## config.mk

```make
export PLATFORM = sky130hd
export DESIGN_NAME = dmwbc_ctrl
export DESIGN_NICKNAME = d
export VERILOG_FILES = /design/src/hdl/dmwbc_pkg.sv /design/src/hdl/dmwbc_ctrl.sv
export SDC_FILE = /design/constraint.sdc
export NUM_CORES = 1
export LEC_CHECK = 0
export ABC_AREA = 0
export BUFFER_PORTS_ARGS = -buffer_cell sky130_fd_sc_hd__buf_2
export CAP_MARGIN = 20
export CORE_AREA = 5 5 42 44
export DETAILED_ROUTE_END_ITERATION = 10
export DIE_AREA = 0 0 47 49
export REMOVE_ABC_BUFFERS = 1
export SLEW_MARGIN = 20
export SYNTH_ARGS = -nofsm -noshare
export SYNTH_HDL_FRONTEND = slang
export SYNTH_SLANG_ARGS = --single-unit
```

## constraint.sdc

```tcl
create_clock -name i_clk -period 1.84 [get_ports i_clk]
set_clock_uncertainty 0.2 [all_clocks]
set_input_delay 0.276 -clock i_clk [delete_from_list [all_inputs] [get_ports i_clk]]
set_output_delay 0.276 -clock i_clk [all_outputs]
set_load 0.01 [all_outputs]
```

## src/hdl/dmwbc_pkg.sv

```systemverilog
// ----------------------------------------------------------------------------
// dmwbc_pkg
// Shared constants, command codes and controller/datapath structs for the
// direct-mapped write-back cache unit.
// ----------------------------------------------------------------------------
package dmwbc_pkg;

    // Default geometry.
    localparam int unsigned LINES_DEF      = 256;
    localparam int unsigned MEM_WORDS_DEF  = 65536;
    localparam int unsigned WORDS_PER_LINE = 16;
    localparam int unsigned WSEL_W         = 4;

    // Access commands.
    localparam logic [2:0] CMD_LW  = 3'd0;
    localparam logic [2:0] CMD_LH  = 3'd1;
    localparam logic [2:0] CMD_LHU = 3'd2;
    localparam logic [2:0] CMD_LB  = 3'd3;
    localparam logic [2:0] CMD_LBU = 3'd4;
    localparam logic [2:0] CMD_SW  = 3'd5;
    localparam logic [2:0] CMD_SH  = 3'd6;
    localparam logic [2:0] CMD_SB  = 3'd7;

    // Result status codes.
    localparam logic [1:0] STS_OK        = 2'd0;
    localparam logic [1:0] STS_MISALIGN  = 2'd1;
    localparam logic [1:0] STS_OUT_RANGE = 2'd2;

    // Commands from the controller to the datapath.
    typedef struct packed {
        logic clr_step;
        logic load_in;
        logic check;
        logic div;
        logic fix;
        logic cmp;
        logic wb;
        logic rf;
        logic exec;
        logic push;
    } t_dp_cmd;

    // Status from the datapath to the controller.
    typedef struct packed {
        logic clr_done;
        logic err;
        logic hit;
        logic victim;
        logic cnt_done;
        logic out_free;
    } t_dp_sts;

endpackage

```

## src/hdl/dmwbc_ctrl.sv

```systemverilog
// ----------------------------------------------------------------------------
// dmwbc_ctrl
// Controller state machine: sequences memory clear, decode, tag lookup,
// write-back, refill, access and result hand-off.
// ----------------------------------------------------------------------------
module dmwbc_ctrl (
    input  logic               i_clk,
    input  logic               i_rst_n,
    input  logic               i_in_valid,
    output logic               o_in_ready,
    input  dmwbc_pkg::t_dp_sts i_sts,
    output dmwbc_pkg::t_dp_cmd o_cmd
);

    localparam logic [3:0] S_CLEAR = 4'd0;
    localparam logic [3:0] S_IDLE  = 4'd1;
    localparam logic [3:0] S_CHECK = 4'd2;
    localparam logic [3:0] S_DIV   = 4'd3;
    localparam logic [3:0] S_FIX   = 4'd4;
    localparam logic [3:0] S_TAG   = 4'd5;
    localparam logic [3:0] S_CMP   = 4'd6;
    localparam logic [3:0] S_WB    = 4'd7;
    localparam logic [3:0] S_RF    = 4'd8;
    localparam logic [3:0] S_RD    = 4'd9;
    localparam logic [3:0] S_EXEC  = 4'd10;
    localparam logic [3:0] S_DONE  = 4'd11;

    logic [3:0] r_state;
    logic [3:0] n_state;

    // Next state.
    always_comb begin
        n_state = r_state;
        unique case (r_state)
            S_CLEAR: if (i_sts.clr_done) n_state = S_IDLE;
            S_IDLE:  if (i_in_valid) n_state = S_CHECK;
            S_CHECK: n_state = i_sts.err ? S_DONE : S_DIV;
            S_DIV:   n_state = S_FIX;
            S_FIX:   n_state = S_TAG;
            S_TAG:   n_state = S_CMP;
            S_CMP: begin
                if (i_sts.hit) begin
                    n_state = S_RD;
                end else if (i_sts.victim) begin
                    n_state = S_WB;
                end else begin
                    n_state = S_RF;
                end
            end
            S_WB:    if (i_sts.cnt_done) n_state = S_RF;
            S_RF:    if (i_sts.cnt_done) n_state = S_RD;
            S_RD:    n_state = S_EXEC;
            S_EXEC:  n_state = S_DONE;
            S_DONE:  if (i_sts.out_free) n_state = S_IDLE;
            default: n_state = S_CLEAR;
        endcase
    end

    always_ff @(posedge i_clk) begin
        if (!i_rst_n) begin
            r_state <= S_CLEAR;
        end else begin
            r_state <= n_state;
        end
    end

    // Commands decoded from the state.
    assign o_in_ready     = (r_state == S_IDLE);
    assign o_cmd.clr_step = (r_state == S_CLEAR);
    assign o_cmd.load_in  = (r_state == S_IDLE) && i_in_valid;
    assign o_cmd.check    = (r_state == S_CHECK);
    assign o_cmd.div      = (r_state == S_DIV);
    assign o_cmd.fix      = (r_state == S_FIX);
    assign o_cmd.cmp      = (r_state == S_CMP);
    assign o_cmd.wb       = (r_state == S_WB);
    assign o_cmd.rf       = (r_state == S_RF);
    assign o_cmd.exec     = (r_state == S_EXEC);
    assign o_cmd.push     = (r_state == S_DONE) && i_sts.out_free;

endmodule

```

# After elaboration in Yosys (flattened, before gate mapping)
# Cells that the tools add are included.
word_totals:
  regBits: 4
  wordCells: 30
  out_inout_bits: 11
  input_bits: 9
classes:
  eq_ne: 16
  mux: 9
  reduce_logical: 4
ops:
  columns: ["cell", "count"]
  rows:
  - ["one-hot mux 4 bit (12 select lines)", 1]
  - ["2-to-1 mux 4 bit", 8]
  - ["== test 4 x 3 -> 1 bit, second input constant", 4]
  - ["== test 4 bit, second input constant", 4]
  - ["!= test 2 bit, second input constant", 5]
  - ["== test 4 x 2 -> 1 bit, second input constant", 2]
  - ["AND reduction 5 bit", 1]
  - ["== test 4 x 1 -> 1 bit, second input constant", 1]
  - ["zero test 4 bit", 1]
  - ["logical AND 1 bit", 2]

# Longest topological paths before layout
depth:
  ltp_word: 3
  ltp_mapped: 6
  mapped_depth_nobuf: 5

# Least setup slack after synthesis
# No wires, ideal clock.
synth_timing:
  path_type: "register -> register"
  from: "register r_state[2]"
  to: "register r_state[0]"
  setup_ns: 0.116
  required_time_ns: 1.524
  stages_incl_launch_ff: 7
  period_less_slack_ns: 1.685
  setup_slack_ns: 0.155
  path_buffers: 1
  arrival_time_ns: 1.369
  path_cell_list: "dfxtp_1 buf_6 nor4b_2 a31oi_1 o221ai_2 a221o_1 a21boi_1"
synth_lines:
  columns: ["item", "line", "text"]
  rows:
  - ["start: declaration", "dmwbc_ctrl.sv:28", "logic [3:0] r_state;"]
  - ["start signal: assignment", "dmwbc_ctrl.sv:63", "r_state <= n_state;"]

==> impl_metrics.json <==
{
  "cp_top_family": "flip-flops",
  "drt_iter0_drc": 4,
  "grt_pass1_wl_mm": 1.88,
  "die_h_um": 49,
  "ir_drop_v": 0.000437,
  "cts_htree_levels": 1,
  "grt_max_degree": 12,
  "max_slew_margin": 0.774,
  "endpoint_kind": "primary output",
  "core_area_um2": 1400,
  "worstMarginPinSlew_ns": 0.339,
  "clk_path_buf_depth": 2,
  "gr-total-overflow": 0,
  "hpwl_um": 912,
  "clock_sinks": 4,
  "setup_viol": 0,
  "first_pass_iters": 2,
  "hold_viol": 0,
  "gp_congestion": 0.768,
  "port_buffers": 19,
  "avgSynthCellArea_um2": 7.15,
  "crit_path_start_kind": "flop",
  "final_nets": 91,
  "required_ns": 1.36,
  "internal-power_uw": 338,
  "antenna_found_initial": 0,
  "dp.cells": 93,
  "p_comb_frac": 0.571,
  "synth-edff-count": 0,
  "reg_top3": "r_state x4",
  "drt-vias-per-instance": 5.03,
  "synthTopCellsByArea": "dfxtp_1, nor2_1, a21oi_1, a21boi_1, nor3_1",
  "ios": 20,
  "clkPwrFrac": 0.179,
  "clk_pin_slew_ns": 0.04,
  "regMostFlops": "r_state",
  "synth-main-ff-cell": "dfxtp_1",
  "drv_slew": 0,
  "p_leak_nw": 0.275,
  "yosys_warnings": 0,
  "drt-total-wl_mm": 1.10,
  "fp.dieW_um": 47,
  "hold_buffers": 0,
  "path_cells": "nand2b_1 -> or2_1 -> nor2_1 -> buf_2",
  "largest_register_ffs": 4,
  "avgRoutedWirePerCell_um": 11.4,
  "min_period_over_period": 0.940,
  "critPathSlowestCell": "dfxtp_1",
  "cts_tree": "yes",
  "layout_common_cells": "buf_2, nor2_1, buf_4",
  "synthArstFlopShare": 0,
  "worstSetupPathType": "reg2out",
  "instances_no_fill": 96,
  "crit_buf_inv": 1,
  "post-place-ws_ns": 0.124,
  "num_rows": 14,
  "grt_pass1_vias": 466,
  "status": "completed",
  "crit_path_max_fanout": 7,
  "antennaDiodeCount": 0,
  "critPathArrivalTime_ns": 1.25,
  "synth-seq-cells": 4,
  "start_util": 0.286,
  "fin_setup_tns_ns": 0,
  "finalCriticalPeriod_ns": 1.73,
  "layout_setup_ws_ns": 0.111,
  "syn_area_um2": 400,
  "swShare": 0.424,
  "synth.distinct_cells": 29,
  "clock-root-buffer": "clkbuf_4",
  "netlist_instances": 56,
  "yosys.area.top_type": "dfxtp_1",
  "p_sw_uw": 249,
  "synth_top_area_share": 0.200,
  "rsz0062_at_grt": "false",
  "p_seq_frac": 0.250,
  "seq_area_frac_synth": 0.200,
  "clock_latency_ns": 0.23,
  "track_usage": 0.106,
  "cpPeakStageDelay_ns": 0.45,
  "drc": 0,
  "area_growth_pct": 42.2,
  "die-area_um2": 2300,
  "timing.max_cap.violations": 0,
  "routed-via-count": 483,
  "postRouteAntennaNets": 0,
  "drive_above_1_share": 0.425,
  "power_density_nw_per_um2": 1030,
  "fmax_mhz": 578,
  "power_uw": 587,
  "final_common_cell": "buf_2",
  "cts_buffers": 3,
  "hold_class": "in2reg"
}
[synth_stat cells, types with 2 or more instances]
cell and count:
a21boi_1 3, nand2_1 5, nor2_1 7, nor2b_1 2, dfxtp_1 4, a21oi_1 5
inv_1 2, nor3_1 4, nand2b_1 2, clkbuf_1 2, buf_2 2
[through the flow]
| stage | area [um^2] | hold WS, ns | utilization |
|---|---|---|---|
| 5_1_grt | 569 | 0.107 | 0.406 |
| 4_1_cts | 562 | 0.0922 | 0.401 |
| 6_report | 569 | 0.0978 | 0.406 |
| 3_5_place_dp | 539 | 0.332 | 0.385 |
| 2_1_floorplan | 372 | 0.204 | - |
| 3_3_place_gp | 539 | 0.344 | 0.385 |
[power groups by stage]
stage | clock network (mW) | registers (mW) | logic, mW
5_1_grt | 0.120 | 0.152 | 0.374
4_1_cts | 0.110 | 0.144 | 0.333
2_1_floorplan | 0 | 0.167 | 0.174
3_3_place_gp | 0 | 0.145 | 0.332
3_5_place_dp | 0 | 0.146 | 0.332
6_report | 0.105 | 0.147 | 0.335
[final timing paths]
kind | from | to | slack, ns | cells after the start
max | r_state[0] | o_cmd[0] | 0.11 | 4
min | i_rst_n | r_state[2] | 0.1 | 2
max reg2reg | r_state[0] | r_state[3] | 0.13 | 5
min reg2reg | r_state[1] | r_state[1] | 0.50 | 3
[cell type report]
cell class                      count  area [um^2]
Tap cell                           16         20.0
Multi-Input combinational cell     45          289
Fill cell                         164          832
Sequential cell                     4         82.6
Timing Repair Buffer               26          148
Clock buffer                        3         22.5
Inverter                            2         7.51
[repair_timing]
item | CTS | global route
endpoints found under the hold margin | 0 | 0
setup buffers | 0 | 0
resized for setup | 0 | 3
setup endpoints to repair | 0 | 2
[cell families (layout without fill, tap and decap cells)]
logic type             Yosys count  in the layout  share of synthesized area
AND/OR/NAND/NOR                 28             28                      0.388
AO/OA/AOI/OAI                   16             16                      0.297
buffers and inverters            7             31                     0.0906
flip-flops                       4              4                      0.200
multiplexers                     1              1                     0.0250
[per-layer routing]
| layer | vias up | part of all wire | global-route usage |
|---|---|---|---|
| li1 | 256 | - | - |
| met1 | 211 | 0.43 | 0.138 |
| met2 | 14 | 0.47 | 0.158 |
| met3 | 2 | 0.088 | 0.0221 |
| met4 | 0 | 0.0055 | 0.0553 |
| met5 | - | 0 | 0 |
No activity file was read; power rests on OpenSTA's default activity.
